### src/hw/rtl/ffra_pkg.sv
// ffra_pkg: shared widths, status codes and parameter defaults for the
// first-fit region allocator; no dependencies
package ffra_pkg;

	localparam int unsigned MAX_REGIONS_DEF  = 64;
	localparam int unsigned HEADER_BYTES_DEF = 8;
	localparam int unsigned OFFSET_BITS_DEF  = 24;

	localparam int unsigned ADDR_W  = 32;
	localparam int unsigned SIZE_W  = 24;
	localparam int unsigned LIMIT_W = 24;
	localparam int unsigned GROW_W  = 26;
	localparam int unsigned STAT_W  = 2;
	localparam int unsigned PADDR_W = 3;
	localparam int unsigned PDATA_W = 32;

	localparam logic [LIMIT_W-1:0] HEAP_LIMIT_RST = LIMIT_W'(1048576);

	// request kinds
	localparam logic FN_ALLOC = 1'b0;
	localparam logic FN_FREE  = 1'b1;

	// result status codes
	localparam logic [STAT_W-1:0] ST_OK      = 2'd0;
	localparam logic [STAT_W-1:0] ST_NOMEM   = 2'd1;
	localparam logic [STAT_W-1:0] ST_BADADDR = 2'd2;
	localparam logic [STAT_W-1:0] ST_FULL    = 2'd3;

	// register indexes (paddr word select)
	localparam logic REG_HEAP_BASE  = 1'b0;
	localparam logic REG_HEAP_LIMIT = 1'b1;

endpackage

### src/hw/rtl/first_fit_region_allocator.sv
// first_fit_region_allocator: first-fit region allocator without splitting
// depends on ffra_pkg
//
//  channel   signals                                       direction
//  request   in_valid/in_ready, func, size, address        in
//  result    out_valid/out_ready, address_res, status      out
//  config    psel/penable/pwrite/paddr/pwdata/prdata/pready  apb slave
//
// a request walks the region table one entry per cycle through a single registered
// read port and one shared compare unit; a hit ends the walk, while a walk that finds
// nothing passes through a decide state that appends a new region or reports the
// error, and either result then goes on to the output register
// reset clears the table count, the break and the heap base and loads the heap limit default; entries are never cleared
// in_ready is high only while idle; a result waits in the output register while the next
// request walks, which then holds in its last state until that register frees
module first_fit_region_allocator #(
	parameter int unsigned MAX_REGIONS  = ffra_pkg::MAX_REGIONS_DEF,
	parameter int unsigned HEADER_BYTES = ffra_pkg::HEADER_BYTES_DEF,
	parameter int unsigned OFFSET_BITS  = ffra_pkg::OFFSET_BITS_DEF
) (
	input  logic                           clk,
	input  logic                           arst_n,
	// request channel
	input  logic                           in_valid,
	output logic                           in_ready,
	input  logic                           func,
	input  logic [ffra_pkg::SIZE_W-1:0]    size,
	input  logic [ffra_pkg::ADDR_W-1:0]    address,
	// result channel
	output logic                           out_valid,
	input  logic                           out_ready,
	output logic [ffra_pkg::ADDR_W-1:0]    address_res,
	output logic [ffra_pkg::STAT_W-1:0]    status,
	// configuration port
	input  logic                           psel,
	input  logic                           penable,
	input  logic                           pwrite,
	input  logic [ffra_pkg::PADDR_W-1:0]   paddr,
	input  logic [ffra_pkg::PDATA_W-1:0]   pwdata,
	output logic [ffra_pkg::PDATA_W-1:0]   prdata,
	output logic                           pready
);
	import ffra_pkg::*;

	localparam int unsigned IDX_W = (MAX_REGIONS > 1) ? $clog2(MAX_REGIONS) : 1;
	localparam int unsigned CNT_W = $clog2(MAX_REGIONS + 1);

	// sequencer states
	localparam logic [1:0] S_IDLE   = 2'd0;
	localparam logic [1:0] S_WALK   = 2'd1;
	localparam logic [1:0] S_DECIDE = 2'd2;
	localparam logic [1:0] S_OUT    = 2'd3;

	// configuration registers
	logic [ADDR_W-1:0]  heap_base_q;
	logic [LIMIT_W-1:0] heap_limit_q;

	// allocator state
	logic [CNT_W-1:0]   count_q;
	logic [LIMIT_W-1:0] break_q;

	// region table
	logic [OFFSET_BITS-1:0] off_mem  [MAX_REGIONS];
	logic [SIZE_W-1:0]      size_mem [MAX_REGIONS];
	logic                   free_mem [MAX_REGIONS];

	// sequencer and latched request
	logic [1:0]         state_q;
	logic               func_q;
	logic [SIZE_W-1:0]  size_q;
	logic [ADDR_W-1:0]  address_q;
	logic [ADDR_W-1:0]  base_h_q;
	logic [CNT_W-1:0]   idx_q;
	logic               pend_q;
	logic [IDX_W-1:0]   ridx_q;

	// registered table read
	logic [OFFSET_BITS-1:0] off_rd_q;
	logic [SIZE_W-1:0]      size_rd_q;
	logic                   free_rd_q;

	// pending result and output register
	logic [ADDR_W-1:0]  res_addr_q;
	logic [STAT_W-1:0]  res_stat_q;
	logic               out_valid_q;
	logic [ADDR_W-1:0]  out_addr_q;
	logic [STAT_W-1:0]  out_stat_q;

	logic               cfg_wr;
	logic               accept;
	logic               rd_en;
	logic [ADDR_W-1:0]  cand_addr;
	logic               hit;
	logic [GROW_W-1:0]  grown;
	logic               nomem;
	logic               full;
	logic               append;
	logic [OFFSET_BITS-1:0] new_off;

	// apb port, writes complete in the access phase
	assign pready = 1'b1;
	assign cfg_wr = psel & penable & pwrite;

	always_comb begin
		case (paddr[2])
			REG_HEAP_BASE:  prdata = heap_base_q;
			REG_HEAP_LIMIT: prdata = PDATA_W'(heap_limit_q);
			default:        prdata = '0;
		endcase
	end

	always_ff @(posedge clk or negedge arst_n) begin
		if (!arst_n) begin
			heap_base_q  <= '0;
			heap_limit_q <= HEAP_LIMIT_RST;
		end else if (cfg_wr) begin
			if (paddr[2] == REG_HEAP_BASE) begin
				heap_base_q <= pwdata;
			end else begin
				heap_limit_q <= pwdata[LIMIT_W-1:0];
			end
		end
	end

	assign in_ready = (state_q == S_IDLE);
	assign accept   = in_valid & in_ready;

	// shared compare unit: payload address of the entry just read
	assign cand_addr = base_h_q + ADDR_W'(off_rd_q);

	always_comb begin
		hit = 1'b0;
		if (state_q == S_WALK && pend_q) begin
			if (func_q == FN_FREE) begin
				hit = (cand_addr == address_q);
			end else begin
				hit = free_rd_q && (size_q <= size_rd_q);
			end
		end
	end

	// read the next entry while the walk continues
	assign rd_en = (state_q == S_WALK) && (idx_q < count_q) && !hit;

	// append path, checked after the walk finds nothing
	assign grown   = GROW_W'(break_q) + GROW_W'(HEADER_BYTES) + GROW_W'(size_q);
	assign nomem   = grown > GROW_W'(heap_limit_q);
	assign full    = (count_q == CNT_W'(MAX_REGIONS));
	assign append  = (state_q == S_DECIDE) && (func_q == FN_ALLOC) && !nomem && !full;
	assign new_off = OFFSET_BITS'(break_q);

	// region table write and read ports
	always_ff @(posedge clk) begin
		if (hit) begin
			free_mem[ridx_q] <= func_q;
		end else if (append) begin
			off_mem[count_q[IDX_W-1:0]]  <= new_off;
			size_mem[count_q[IDX_W-1:0]] <= size_q;
			free_mem[count_q[IDX_W-1:0]] <= 1'b0;
		end
		if (rd_en) begin
			off_rd_q  <= off_mem[idx_q[IDX_W-1:0]];
			size_rd_q <= size_mem[idx_q[IDX_W-1:0]];
			free_rd_q <= free_mem[idx_q[IDX_W-1:0]];
			ridx_q    <= idx_q[IDX_W-1:0];
		end
	end

	// latched request and pending result
	always_ff @(posedge clk) begin
		if (accept) begin
			func_q    <= func;
			size_q    <= size;
			address_q <= address;
			base_h_q  <= heap_base_q + ADDR_W'(HEADER_BYTES);
		end
		if (hit) begin
			res_addr_q <= (func_q == FN_FREE) ? '0 : cand_addr;
			res_stat_q <= ST_OK;
		end else if (state_q == S_DECIDE) begin
			if (func_q == FN_FREE) begin
				res_addr_q <= '0;
				res_stat_q <= ST_BADADDR;
			end else if (nomem) begin
				res_addr_q <= '0;
				res_stat_q <= ST_NOMEM;
			end else if (full) begin
				res_addr_q <= '0;
				res_stat_q <= ST_FULL;
			end else begin
				res_addr_q <= base_h_q + ADDR_W'(new_off);
				res_stat_q <= ST_OK;
			end
		end
	end

	// sequencer
	always_ff @(posedge clk or negedge arst_n) begin
		if (!arst_n) begin
			state_q <= S_IDLE;
			idx_q   <= '0;
			pend_q  <= 1'b0;
			count_q <= '0;
			break_q <= '0;
		end else begin
			case (state_q)
				S_IDLE: begin
					if (accept) begin
						idx_q   <= '0;
						pend_q  <= 1'b0;
						state_q <= S_WALK;
					end
				end
				S_WALK: begin
					pend_q <= rd_en;
					if (rd_en) begin
						idx_q <= idx_q + 1'b1;
					end
					if (hit) begin
						state_q <= S_OUT;
					end else if (!pend_q && idx_q == count_q) begin
						state_q <= S_DECIDE;
					end
				end
				S_DECIDE: begin
					if (append) begin
						count_q <= count_q + 1'b1;
						break_q <= grown[LIMIT_W-1:0];
					end
					state_q <= S_OUT;
				end
				S_OUT: begin
					if (!out_valid_q || out_ready) begin
						state_q <= S_IDLE;
					end
				end
				default: state_q <= S_IDLE;
			endcase
		end
	end

	// output register, loaded once the previous result has left
	always_ff @(posedge clk or negedge arst_n) begin
		if (!arst_n) begin
			out_valid_q <= 1'b0;
		end else if (state_q == S_OUT && (!out_valid_q || out_ready)) begin
			out_valid_q <= 1'b1;
		end else if (out_ready) begin
			out_valid_q <= 1'b0;
		end
	end

	always_ff @(posedge clk) begin
		if (state_q == S_OUT && (!out_valid_q || out_ready)) begin
			out_addr_q <= res_addr_q;
			out_stat_q <= res_stat_q;
		end
	end

	assign out_valid   = out_valid_q;
	assign address_res = out_addr_q;
	assign status      = out_stat_q;

endmodule
### config.mk
export PLATFORM = sky130hd
export DESIGN_NAME = first_fit_region_allocator
export DESIGN_NICKNAME = d
export VERILOG_FILES = /design/src/hw/rtl/ffra_pkg.sv /design/src/hw/rtl/first_fit_region_allocator.sv
export SDC_FILE = /design/constraint.sdc
export NUM_CORES = 2
export LEC_CHECK = 0
export ABC_AREA = 0
export BUFFER_PORTS_ARGS = -buffer_cell sky130_fd_sc_hd__buf_4
export CAP_MARGIN = 10
export CORE_ASPECT_RATIO = 1.4
export CORE_UTILIZATION = 50
export DETAILED_ROUTE_END_ITERATION = 12
export GPL_ROUTABILITY_DRIVEN = 1
export GPL_TIMING_DRIVEN = 0
export PLACE_DENSITY = 0.7
export SLEW_MARGIN = 20
export SYNTH_ARGS = -nofsm -noshare
export SYNTH_HDL_FRONTEND = slang
export SYNTH_SLANG_ARGS = --single-unit
export TNS_END_PERCENT = 100
### constraint.sdc
create_clock -name clk -period 10.33 [get_ports clk]
set_input_delay 3.099 -clock clk [delete_from_list [all_inputs] [get_ports clk]]
set_output_delay 3.099 -clock clk [all_outputs]
set_load 0.01 [all_outputs]
==> metrics.md <==
| Metric | Value |
|---|---|
| Worst slew margin | `15.1%` |
| Register area share after synthesis | `74.9%` |
| First-pass GRT wire length | `565000 um` |
| DP Cell Count | `10400` |
| Clock Skews | `0.0724 ns` |
| GR peak layer | `met2` |
| Grt ovf | `0` |
| Post-synth ARST share | `2.84%` |
| Register bit count reported by yosys | `3446` |
| R2r endpoint | `size_mem[13][2]$_DFFE_PP_` |
| R2r worst-path depth | `28` |
| CP max-delay cell | `nor2_4` |
| Die Area | `277000 sq um` |
| Die width | `445 um` |
| Vias per cell | `6.55` |
| Hold Violations, Final | `0` |
| LEAKAGE | `51.4 nW` |
| Maximum VDD drop | `208 uV` |
| Gpl congestion | `0.958` |
| Max Cap Viol | `0` |
| DRT Pass-1 Iters | `5` |
| Core area | `273000 sq um` |
| Worst Tran Pin Value | `1.27 ns` |
| Post-CTS Hold Buffers | `0` |
| Vias in the first global route | `72500` |
| CP arrival | `10.30 ns` |
| Outcome | `complete, no violations` |
| Met2 Resource Use GR | `50.5%` |
| Met3 Use GR | `5.77%` |
| Crit Path Max Fanout | `26` |
| Placement Cell Area | `151000 sq um` |
| Post CTS Setup Buffer Count | `0` |
| H-Tree Depth | `5` |
| # setup viols final | `0` |
| ANT nets after route | `0` |
| CP required | `10.90 ns` |
| CTS tree | `yes` |
| Clock Sinks | `3446` |
| Port Buffers | `163` |
| Clk buf depth | `4` |
| RSZ-0062 raised after global routing | `no` |
| Largest net degree at the start of global routing | `99` |
| Synth cell types | `98` |
| Flop2flop setup slack | `0.60 ns` |
| PwrDens | `273 nW/um^2` |
| Die height | `622 um` |
| Met1 global-route usage | `34.1%` |
| Nets | `7267` |
| CP Capture Type | `flip-flop` |
| Crit path launch type | `flip-flop` |
| TritonCTS buffer count | `310` |
| Design area | `161000 sq um` |
| Mapped Area | `137000 sq um` |
| Post-synth EDFFs | `3346` |
| Total negative slack | `0 ns` |
| Worst-path clk slew | `0.06 ns` |
| CP endpoint | `size_mem[13][2]$_DFFE_PP_` |
| Max Clk Rate | `0.103 GHz` |
| Starting Density | `50.3%` |
| Residual DRC count | `0` |
| Post-detail-place hpwl | `298000 um` |
| Avg Inst Size Synth | `22.1 sq um` |
| Final min period | `9.73 ns` |
| Wirelength per Cell | `37.8 um` |
| Layout cells sized above 1 | `32.1%` |
| PostCTS Resize Cnt | `0` |
| Row cnt | `227` |
| Vias | `71500` |
| R2R Path Start | `size_q[14]$_DFFE_PP_` |
| Crit path kind | `reg -> reg` |
| Insertion delay to the later sink of the worst-skew pair | `0.89 ns` |
| Initial antenna violation count | `33` |
| Cell count after synthesis | `6206` |
| Total Wirelength | `412000 um` |
| Final Max Slew Viols | `0` |
| Area growth from synthesis to layout | `16.9%` |
| Non-filler instance count after layout | `10900` |
| I/O pin total | `168` |
| Final period util | `94.2%` |
| CP startpoint | `size_q[14]$_DFFE_PP_` |
| Hold/Removal Path Class | `reg -> reg` |
| Initial DRC count | `10300` |
| Yosys warns | `0` |
| Syn Nets | `6466` |
| Total track usage | `29.7%` |
| Clk root buf | `clkbuf_16` |
| Largest stage delay, worst path | `1.00 ns` |
| Ys flop type | `edfxtp_1` |
==> cell families (layout without fill, tap and decap cells) <==
group,Yosys count,after routing,share of synthesized area [%]
xor gates and xnor gates,124,124,0.826
adders and majority gates,161,161,1.48
muxes,1145,1145,17.8
buffers and inverters,381,1408,1.11
DFF,3446,3446,74.9
AOI/OAI and AO/OA,366,366,1.77
and+or+nand+nor,582,582,2.06
other,1,15,0.00273
==> cells in the final DEF (no fill, tap or decap), drive strengths merged, types with 7 or more instances in the layout <==
| cell type | instances |
|---|---|
| and3 | 21 |
| a21oi | 97 |
| or3 | 8 |
| ha | 158 |
| nor2 | 213 |
| nand3b | 8 |
| diode | 14 |
| xnor2 | 85 |
| dfrtp | 97 |
| nor4 | 11 |
| a21o | 41 |
| clkinvlp | 8 |
| bufinv | 31 |
| a211oi | 13 |
| xor2 | 36 |
| nor3 | 34 |
| o21a | 20 |
| or2 | 11 |
| nand4 | 32 |
| inv | 110 |
| o31ai | 9 |
| and2 | 15 |
| nand2 | 104 |
| buf | 569 |
| nand2b | 15 |
| clkbuf | 586 |
| o21ai | 67 |
| mux4 | 1029 |
| nor3b | 9 |
| edfxtp | 3346 |
| o22ai | 7 |
| nand3 | 59 |
| o211ai | 11 |
| a31oi | 21 |
| clkinv | 104 |
| o21bai | 12 |
| mux2 | 112 |
| nor2b | 20 |
==> flip-flops by register name, summed over array words and instances, names as in the netlist, 32 cells and up <==
register,cells
size_mem,1536
address_res,32
free_mem,64
heap_base_q,32
off_mem,1536
res_addr_q,32
base_h_q,32
address_q,32
==> per-stage QoR <==
step | setup WS, ns | hold WS [ns] | utilization [%] | total power (W)
final | 0.602 | 0.417 | 58.8 | 0.0439
after global routing | 0.368 | 0.423 | 58.8 | 0.0449
after CTS | 0.771 | 0.418 | 58.7 | 0.0438
after detailed placement | 0.903 | 0.405 | 55.1 | 0.0324
after global placement | -8.65 | 0.401 | 52.4 | 0.0315
after floorplan | 0.519 | 0.400 | - | 0.0263
==> cell usage after synthesis, types with 5 or more instances <==
| library cell | instances | area share (%) |
|---|---|---|
| and2_1 | 13 | 0.059 |
| o21bai_1 | 11 | 0.060 |
| or2_2 | 9 | 0.041 |
| nand2b_1 | 15 | 0.068 |
| edfxtp_1 | 3346 | 73 |
| a21o_1 | 40 | 0.22 |
| or3_1 | 8 | 0.036 |
| nand4b_1 | 5 | 0.032 |
| a211o_1 | 6 | 0.038 |
| nor3_1 | 34 | 0.12 |
| buf_2 | 10 | 0.036 |
| a21oi_1 | 96 | 0.35 |
| xor2_1 | 36 | 0.23 |
| ha_1 | 158 | 1.4 |
| and4_1 | 6 | 0.038 |
| nand4_1 | 32 | 0.15 |
| a31oi_1 | 21 | 0.096 |
| o21ai_1 | 8 | 0.029 |
| nor4_1 | 10 | 0.046 |
| mux2_2 | 110 | 0.90 |
| nor2b_1 | 20 | 0.091 |
| nor3b_1 | 9 | 0.049 |
| nand3_1 | 59 | 0.21 |
| nor2_1 | 213 | 0.58 |
| and3_1 | 21 | 0.096 |
| o31ai_1 | 9 | 0.049 |
| xnor2_1 | 84 | 0.54 |
| o211ai_1 | 11 | 0.060 |
| mux4_2 | 1029 | 17 |
| dfrtp_1 | 97 | 1.8 |
| buf_4 | 5 | 0.027 |
| o21ai_0 | 58 | 0.21 |
| buf_1 | 73 | 0.20 |
| a211oi_1 | 12 | 0.066 |
| clkbuf_1 | 192 | 0.52 |
| nor4b_1 | 5 | 0.032 |
| nand3b_1 | 8 | 0.044 |
| o22ai_1 | 7 | 0.032 |
| o21a_1 | 20 | 0.11 |
| a41oi_1 | 5 | 0.032 |
| nand2_1 | 104 | 0.28 |
| inv_1 | 92 | 0.25 |
==> worst min-delay path by stage <==
stage                             startpoint                   endpoint  slack (ns)  cells past startpoint
finish              res_addr_q[12]$_DFFE_PP_  address_res[12]$_DFFE_PP_        0.42                      0
global route         res_addr_q[9]$_DFFE_PP_   address_res[9]$_DFFE_PP_        0.42                      0
CTS                 res_addr_q[12]$_DFFE_PP_  address_res[12]$_DFFE_PP_        0.42                      0
detailed placement  res_addr_q[21]$_DFFE_PP_  address_res[21]$_DFFE_PP_        0.40                      0
global placement    res_addr_q[18]$_DFFE_PP_  address_res[18]$_DFFE_PP_        0.40                      0
floorplan            res_addr_q[0]$_DFFE_PP_   address_res[0]$_DFFE_PP_        0.40                      0
==> critical path: cells and delay by family (launching register included) <==
| family | cells | cell delay [ns] |
|---|---|---|
| compound gates | 11 | 2.69 |
| xor+xnor | 1 | 0.18 |
| fa+ha+maj | 3 | 0.89 |
| buf+inv | 7 | 1.47 |
| flops | 1 | 0.87 |
| simple gates | 6 | 3.19 |
==> cell type report <==
| class | instances | area, sq um |
|---|---|---|
| Fill cell | 18800 | 113000 |
| Sequential cell | 3446 | 103000 |
| Multi-Input combinational cell | 2379 | 33400 |
| Clock buffer | 380 | 8260 |
| Timing Repair Buffer | 489 | 8000 |
| Tap cell | 3664 | 4580 |
| Clock inverter | 158 | 1620 |
| Buffer | 286 | 1310 |
| Inverter | 95 | 362 |
| Antenna cell | 14 | 35.0 |
==> per-layer routing <==
layer	vias up	wire [um]
li1	27800	-
met1	38000	132000
met2	4609	209000
met3	1060	38100
met4	12	33200
met5	-	84
==> power by group <==
part / switching [W] / internal (W)
logic: 0.00839 / 0.00597
clock network: 0.00510 / 0.00648
registers: 0.000799 / 0.0171
(Power assumes the default switching activity.)
